File: src/rtl/core/rrqs_pkg.sv
// ----------------------------------------------------------------------------
// rrqs_pkg
// Shared widths, event codes, slot status codes and the ready queue control
// type of the round-robin quantum scheduler.
// ----------------------------------------------------------------------------
package rrqs_pkg;

  localparam int SLOT_W    = 4;
  localparam int QUANT_W   = 16;
  localparam int COUNT_W   = 5;
  localparam int KIND_W    = 3;
  localparam int MAX_SLOTS = 16;

  localparam logic [QUANT_W-1:0] RESET_QUANTUM = 16'd10;

  // Event codes.
  localparam logic [KIND_W-1:0] KIND_TICK    = 3'd0;
  localparam logic [KIND_W-1:0] KIND_YIELD   = 3'd1;
  localparam logic [KIND_W-1:0] KIND_BLOCK   = 3'd2;
  localparam logic [KIND_W-1:0] KIND_UNBLOCK = 3'd3;
  localparam logic [KIND_W-1:0] KIND_SETQ    = 3'd4;

  // Slot status codes.
  localparam logic [1:0] SLOT_RUNNING = 2'd0;
  localparam logic [1:0] SLOT_QUEUED  = 2'd1;
  localparam logic [1:0] SLOT_PARKED  = 2'd2;

  typedef struct packed {
    logic              pop;
    logic              push;
    logic [SLOT_W-1:0] slot;
  } qctl_t;

endpackage

File: src/rtl/core/rrqs_cell.sv
// ----------------------------------------------------------------------------
// rrqs_cell
// One entry of the shifting ready queue: holds a slot number, takes its upper
// neighbour's entry on a pop, or loads the pushed slot.
// ----------------------------------------------------------------------------
module rrqs_cell (
  input  logic                        clk,
  input  logic                        shift,
  input  logic                        load,
  input  logic [rrqs_pkg::SLOT_W-1:0] up_slot,
  input  logic [rrqs_pkg::SLOT_W-1:0] load_slot,
  output logic [rrqs_pkg::SLOT_W-1:0] slot
);
  import rrqs_pkg::*;

  always_ff @(posedge clk) begin
    if (load) begin
      slot <= load_slot;
    end else if (shift) begin
      slot <= up_slot;
    end
  end

endmodule

File: src/rtl/core/rrqs_queue.sv
// ----------------------------------------------------------------------------
// rrqs_queue
// FIFO ready queue built as a row of cells. The head sits in cell 0; a pop
// moves every entry one cell down, and a push loads the first free cell.
// ----------------------------------------------------------------------------
module rrqs_queue #(
  parameter int NSLOT = 16
) (
  input  logic                                clk,
  input  logic                                rst,
  input  rrqs_pkg::qctl_t                     ctl,
  output logic [rrqs_pkg::SLOT_W-1:0]         head,
  output logic [$clog2(NSLOT+1)-1:0]          count,
  output logic                                full
);
  import rrqs_pkg::*;

  localparam int CNT_W = $clog2(NSLOT + 1);

  logic [SLOT_W-1:0] slots [NSLOT];
  logic [CNT_W-1:0]  wr_pos;
  logic [CNT_W-1:0]  count_next;
  logic              push_ok;

  assign full   = (count == CNT_W'(NSLOT));
  // With a pop in the same transfer the free cell is one lower.
  assign wr_pos = ctl.pop ? count - CNT_W'(1) : count;
  assign push_ok = ctl.push && (ctl.pop || !full);

  genvar i;
  generate
    for (i = 0; i < NSLOT; i++) begin : g_cell
      logic [SLOT_W-1:0] up;
      if (i == NSLOT - 1) begin : g_last
        assign up = '0;
      end else begin : g_mid
        assign up = slots[i+1];
      end
      rrqs_cell u_cell (
        .clk       (clk),
        .shift     (ctl.pop),
        .load      (push_ok && (wr_pos == CNT_W'(i))),
        .up_slot   (up),
        .load_slot (ctl.slot),
        .slot      (slots[i])
      );
    end
  endgenerate

  assign head = slots[0];

  always_comb begin
    count_next = count;
    if (push_ok && !ctl.pop) begin
      count_next = count + CNT_W'(1);
    end else if (ctl.pop && !ctl.push) begin
      count_next = count - CNT_W'(1);
    end
  end

  always_ff @(posedge clk) begin
    if (rst) begin
      count <= '0;
    end else begin
      count <= count_next;
    end
  end

endmodule

File: src/rtl/core/round_robin_quantum_scheduler_top.sv
// ----------------------------------------------------------------------------
// round_robin_quantum_scheduler_top
// Round-robin task scheduler with a per-slot time quantum and a shifting
// ready queue.
// ----------------------------------------------------------------------------
//  Channel   Handshake              Payload
//  event     start / busy           kind, task_req, quantum
//  config    cfg_valid / cfg_ready  cfg_data (idle slot)
//  result    done (one-cycle pulse) running_task, remaining, switched,
//                                   rejected, ready_count
//
// The result of an event is strobed on done in the cycle after it is taken;
// a new event may be taken every cycle. The queue, status and quantum table
// all update in the cycle the event is taken, so the update of the cell row
// sets the rate. busy is held high by rst and clears once rst has fallen.
// The result cannot be stalled.
// ----------------------------------------------------------------------------
module round_robin_quantum_scheduler_top #(
  parameter int MAX_TASKS = 16
) (
  input  logic                          clk,
  input  logic                          rst,
  input  logic                          start,
  output logic                          busy,
  input  logic [rrqs_pkg::KIND_W-1:0]   kind,
  input  logic [rrqs_pkg::SLOT_W-1:0]   task_req,
  input  logic [rrqs_pkg::QUANT_W-1:0]  quantum,
  input  logic                          cfg_valid,
  output logic                          cfg_ready,
  input  logic [rrqs_pkg::SLOT_W-1:0]   cfg_data,
  output logic                          done,
  output logic [rrqs_pkg::SLOT_W-1:0]   running_task,
  output logic [rrqs_pkg::QUANT_W-1:0]  remaining,
  output logic                          switched,
  output logic                          rejected,
  output logic [rrqs_pkg::COUNT_W-1:0]  ready_count
);
  import rrqs_pkg::*;

  localparam int NSLOT = (MAX_TASKS < MAX_SLOTS) ? MAX_TASKS : MAX_SLOTS;
  localparam int IDX_W = $clog2(NSLOT);
  localparam int CNT_W = $clog2(NSLOT + 1);

  logic [SLOT_W-1:0]  idle_slot;
  logic [SLOT_W-1:0]  running_slot;
  logic [SLOT_W-1:0]  running_slot_next;
  logic [QUANT_W-1:0] countdown;
  logic [QUANT_W-1:0] countdown_next;
  logic [1:0]         status      [NSLOT];
  logic [1:0]         status_next [NSLOT];
  logic [QUANT_W-1:0] qtab        [NSLOT];
  logic [QUANT_W-1:0] qtab_next   [NSLOT];

  qctl_t             qctl;
  logic [SLOT_W-1:0] head_slot;
  logic [CNT_W-1:0]  q_count;
  logic              q_full;

  logic              accept;
  logic              nonempty;
  logic              req_ok;
  logic              idle_ok;
  logic [SLOT_W-1:0] idle_eff;
  logic              expire;
  logic              req_blocked;
  logic [SLOT_W-1:0] next_slot;
  logic              run;
  logic              reload;
  logic              cd_dec;
  logic              rej;
  logic              sw;

  assign accept    = start && !busy;
  assign cfg_ready = !busy;
  assign nonempty  = (q_count != '0);
  assign req_ok    = ({1'b0, task_req} < (SLOT_W + 1)'(NSLOT));
  assign idle_ok   = ({1'b0, idle_slot} < (SLOT_W + 1)'(NSLOT));
  assign idle_eff  = idle_ok ? idle_slot : '0;
  // A countdown already at zero counts as expiring too.
  assign expire    = (countdown <= QUANT_W'(1));
  assign req_blocked = req_ok && (status[task_req[IDX_W-1:0]] == SLOT_PARKED);

  rrqs_queue #(
    .NSLOT (NSLOT)
  ) u_queue (
    .clk   (clk),
    .rst   (rst),
    .ctl   (qctl),
    .head  (head_slot),
    .count (q_count),
    .full  (q_full)
  );

  always_comb begin
    qctl        = '0;
    qctl.slot   = running_slot;
    next_slot   = running_slot;
    run         = 1'b0;
    reload      = 1'b0;
    cd_dec      = 1'b0;
    rej         = 1'b0;
    status_next = status;
    qtab_next   = qtab;
    if (accept) begin
      case (kind)
        KIND_TICK: begin
          if (!expire) begin
            cd_dec = 1'b1;
          end else begin
            reload = 1'b1;
            if (nonempty) begin
              qctl.pop  = 1'b1;
              qctl.push = 1'b1;
              next_slot = head_slot;
              run       = 1'b1;
            end
          end
        end
        KIND_YIELD: begin
          // With an empty queue the running slot comes straight back.
          reload = 1'b1;
          run    = 1'b1;
          if (nonempty) begin
            qctl.pop  = 1'b1;
            qctl.push = 1'b1;
            next_slot = head_slot;
          end
        end
        KIND_BLOCK: begin
          reload = 1'b1;
          run    = 1'b1;
          status_next[running_slot[IDX_W-1:0]] = SLOT_PARKED;
          if (nonempty) begin
            qctl.pop  = 1'b1;
            next_slot = head_slot;
          end else begin
            next_slot = idle_eff;
          end
        end
        KIND_UNBLOCK: begin
          if (req_blocked) begin
            if (!q_full) begin
              qctl.push = 1'b1;
              qctl.slot = task_req;
              status_next[task_req[IDX_W-1:0]] = SLOT_QUEUED;
            end
          end else begin
            rej = 1'b1;
          end
        end
        KIND_SETQ: begin
          if (req_ok) begin
            qtab_next[task_req[IDX_W-1:0]] = (quantum == '0) ? QUANT_W'(1) : quantum;
          end
        end
        default: begin
        end
      endcase
    end
    if (qctl.pop && qctl.push) begin
      status_next[running_slot[IDX_W-1:0]] = SLOT_QUEUED;
    end
    if (run) begin
      status_next[next_slot[IDX_W-1:0]] = SLOT_RUNNING;
    end
  end

  assign running_slot_next = run ? next_slot : running_slot;
  assign sw                = run && (next_slot != running_slot);

  always_comb begin
    countdown_next = countdown;
    if (reload) begin
      countdown_next = qtab[next_slot[IDX_W-1:0]];
    end else if (cd_dec) begin
      countdown_next = countdown - QUANT_W'(1);
    end
  end

  always_ff @(posedge clk) begin
    if (rst) begin
      busy         <= 1'b1;
      done         <= 1'b0;
      idle_slot    <= '0;
      running_slot <= SLOT_W'(1);
      countdown    <= RESET_QUANTUM;
      for (int k = 0; k < NSLOT; k++) begin
        status[k] <= (k == 1) ? SLOT_RUNNING : SLOT_PARKED;
        qtab[k]   <= RESET_QUANTUM;
      end
    end else begin
      busy         <= 1'b0;
      done         <= accept;
      running_slot <= running_slot_next;
      countdown    <= countdown_next;
      status       <= status_next;
      qtab         <= qtab_next;
      if (cfg_valid && cfg_ready) begin
        idle_slot <= cfg_data;
      end
    end
  end

  // Flags of the last event; the state registers already show its outcome.
  always_ff @(posedge clk) begin
    if (accept) begin
      switched <= sw;
      rejected <= rej;
    end
  end

  assign running_task = running_slot;
  assign remaining    = countdown;
  assign ready_count  = COUNT_W'(q_count);

endmodule

File: config.mk
export PLATFORM = sky130hd
export DESIGN_NAME = round_robin_quantum_scheduler_top
export DESIGN_NICKNAME = d
export VERILOG_FILES = /design/src/rtl/core/rrqs_pkg.sv /design/src/rtl/core/rrqs_cell.sv /design/src/rtl/core/rrqs_queue.sv /design/src/rtl/core/round_robin_quantum_scheduler_top.sv
export SDC_FILE = /design/constraint.sdc
export NUM_CORES = 1
export LEC_CHECK = 0
export ABC_AREA = 1
export BUFFER_PORTS_ARGS = -buffer_cell sky130_fd_sc_hd__buf_4
export CAP_MARGIN = 30
export CORE_MARGIN = 2
export CORE_UTILIZATION = 55
export DETAILED_ROUTE_END_ITERATION = 10
export PLACE_DENSITY = 0.72
export SYNTH_ARGS = -nofsm -noshare
export SYNTH_HDL_FRONTEND = slang
export SYNTH_SLANG_ARGS = --single-unit
File: constraint.sdc
create_clock -name clk -period 3.5 [get_ports clk]
set_clock_uncertainty 0.15 [all_clocks]
set_input_delay 0.525 -clock clk [delete_from_list [all_inputs] [get_ports clk]]
set_output_delay 0.525 -clock clk [all_outputs]
set_load 0.005 [all_outputs]
==> run metrics <==
hpwl dp=37100 µm; Worst-path clk slew=60 ps; diode count=0; Pwr per Cell Area=455.4 nW/µm²; fraction of layout cells with a size suffix above 1=0.09871; Period minus WS final=3254 ps; P&R area growth vs syn=11.86%; Hold Crit Class=in -> reg; Syn Inst Count=2769; Syn Std Cell Area=19360 µm²; slowest CP cell=dfxtp_1; Setup crit start kind=flip-flop; GRT Overall Usage=0.3117; status=completed; # hold bufs at CTS=0; top-area cell type share of the netlist area=0.3298; period utilization=0.9297; # nets final=2801; global route total overflow=0; sw frac=0.2445; RSZ-0062 raised after global routing=no; Final GP Congestion=0.9381; design area=21660 µm²; # fillers=3135; combinational share of power=0.078; Netlist cell types=54; DP Area=20250 µm²; count leader, synth=nand2_1; largest area contributor in the netlist=dfxtp_1; internal power=7.451 mW; Starting DRT DRC Count=1741; Post-synth EDFFs=66; die area=36720 µm²; core box area=34630 µm²; Die Y=191.6 µm; Pwr Total=9.862 mW; setup_tns=0 ps; max cap viols=0; Num CTS Buffers=42; Seq pwr share=0.462; hold path start=start; Max-slew headroom=0.5492; WL final=57370 µm; antenna-violating nets left=0; Slew @ Worst Pin=676.3 ps; final setup fails=0; htree depth=2; worst path required time=3830 ps; vias per std cell=5.750; leakage=9.662 nW; crit path cell chain=inv_1 -> ha_1 -> inv_1 -> nand2_1 -> nand2_1 -> nor2_1 -> nand2_2 -> nand2_4 -> nand2_4 -> buf_4 -> clkinv_1 -> o21ai_2 -> inv_1 -> nor2_1 -> buf_4 -> nand2_1 -> nand2_1 -> o21ai_1 -> a21oi_1; Seq/Total Area, Yosys=0.4322; # IOs=61; Ys Warns=0; antenna violations before repair=0; pin count of the biggest net entering global routing=83; worst-path fanout max=20; top cells by area, synth=dfxtp_1 33%, nand2_1 16%, edfxtp_1 10%; Psw=2.411 mW; Max IR drop VDD=0.0004857 V; Rows=68; CP Capture Type=flip-flop; Final Max Tran Viols=0; post-cts sizing count=0; power share of the clock group=0.461; Syn Area/Cell=6.993 µm²; CTS sink cnt=385; crit path DAT=3590 ps; Vias=18690; Post-CTS Repair Setup Buffers=0; post-synth net total=2804; crit path kind=reg -> reg; vias in the first global route=17300; CP startpoint=remaining[0]; Hold Fails Final Rpt=0; Clock Latency Late Sink=560 ps; width of the die=191.6 µm; DRC=0; Post-synth top cells=839 x nand2_1, 321 x o21ai_0, 319 x dfxtp_1, 247 x a21oi_1, 195 x nor2_1; DRT Pass-1 Iters=5; WL/cell=17.65 µm; Synth async-reset ratio=0; Buffers on Ports=60; Seq cells post-synth=385; clk root buf=clkbuf_16; Worst path most repeated cell=nand2_1; Max Buffers Root-to-Sink=3; maximum clock frequency=0.3073 GHz; CTS tree=yes; Synth Flop Type=dfxtp_1; max incr delay on CP=400 ps; Initial Util=0.5591; global-route wire length before repair=91130 µm; R2R Path Start=remaining[0]
state kept, by name (all words and copies together) (netlist names):
| register | flops |
|---|---|
| done | 1 |
| running_task | 4 |
| busy | 1 |
| u_queue.count | 5 |
| rejected | 1 |
| qtab | 256 |
| u_queue.g_cell.u_cell.slot | 64 |
| idle_eff | 4 |
| status | 32 |
| switched | 1 |
| remaining | 16 |
power by group through the flow:
stage               sequential, mW  clock (mW)  combinational (mW)
finish                        4.55        4.54               0.764
global route                  4.55        4.77               0.826
CTS                           4.55        4.59               0.753
detailed placement            4.65           0               0.749
global placement              4.65           0               0.744
floorplan                     4.64           0               0.481
layer usage:
| metal | vias to the layer above | track usage | share of wire |
|---|---|---|---|
| met5 | - | 0 | 0 |
| li1 | 9113 | - | - |
| met4 | 0 | 0.1541 | 0.046 |
| met2 | 742 | 0.5047 | 0.46 |
| met1 | 8675 | 0.4093 | 0.43 |
| met3 | 164 | 0.04294 | 0.069 |
path summary, 6_finish.rpt:
| path | endpoint | slack, ps | cells past startpoint |
|---|---|---|---|
| hold reg to reg | qtab[34] | 300 | 2 |
| hold / removal | done | 90 | 3 |
| setup reg to reg | remaining[14] | 250 | 19 |
| setup / recovery | remaining[14] | 250 | 19 |
area by class of cell:
type / instances / area (µm²) / share of cell area
Timing Repair Buffer: 128 / 1099 / 0.05072
Clock inverter: 15 / 186.4 / 0.008608
Inverter: 196 / 752.0 / 0.03472
Clock buffer: 59 / 1217 / 0.05621
Tap cell: 455 / 569.3 / 0.02629
Multi-Input combinational cell: 2013 / 9467 / 0.4371
Sequential cell: 385 / 8368 / 0.3864
critical path: cells and delay by family, from the launching register on:
| family | cells | cell delay, ps |
|---|---|---|
| adders and majority gates | 1 | 230 |
| buffers and inverters | 6 | 950 |
| DFF | 1 | 400 |
| and+or+nand+nor | 9 | 860 |
| AOI/OAI and AO/OA | 3 | 550 |
placed cells by master (no fill, tap or decap), types with 5 or more instances in the layout:
master,n
nor2_2,10
clkbuf_16,44
nand4_4,7
o22ai_1,15
inv_1,173
clkbuf_8,6
xor2_1,14
dfxtp_1,319
nand2_1,839
nor2_4,5
a22oi_1,30
nor3_1,5
clkinv_1,10
o21ai_0,321
o21ai_1,72
a21oi_1,246
nand3_1,163
a31oi_1,5
nand2_4,7
buf_4,117
nor2_1,192
o21ai_2,7
o21bai_1,6
inv_2,14
nand2_2,15
clkbuf_1,9
o211ai_1,18
edfxtp_1,66
buf_12,11
metrics by stage:
stage	cells	util	setup WS (ps)	hold slack [ps]
detailed placement	3177	0.5849	322.4	291.7
CTS	3251	0.6255	322.2	78.85
finish	3251	0.6255	245.9	94.30
global route	3251	0.6255	64.55	103.5
global placement	3177	0.5849	386.8	281.3
floorplan	2769	-	761.5	274.5
cells by family (layout without fill, tap and decap cells):
| family | after synthesis | count (layout) | synth area share |
|---|---|---|---|
| adder cells (fa/ha/maj) | 4 | 4 | 0.002585 |
| AO/OA/AOI/OAI | 729 | 729 | 0.2006 |
| AND/OR/NAND/NOR | 1264 | 1264 | 0.2765 |
| buffers and inverters | 371 | 398 | 0.08045 |
| flip-flops | 385 | 385 | 0.4322 |
| XOR/XNOR | 16 | 16 | 0.007626 |
(Power assumes the default switching activity.)
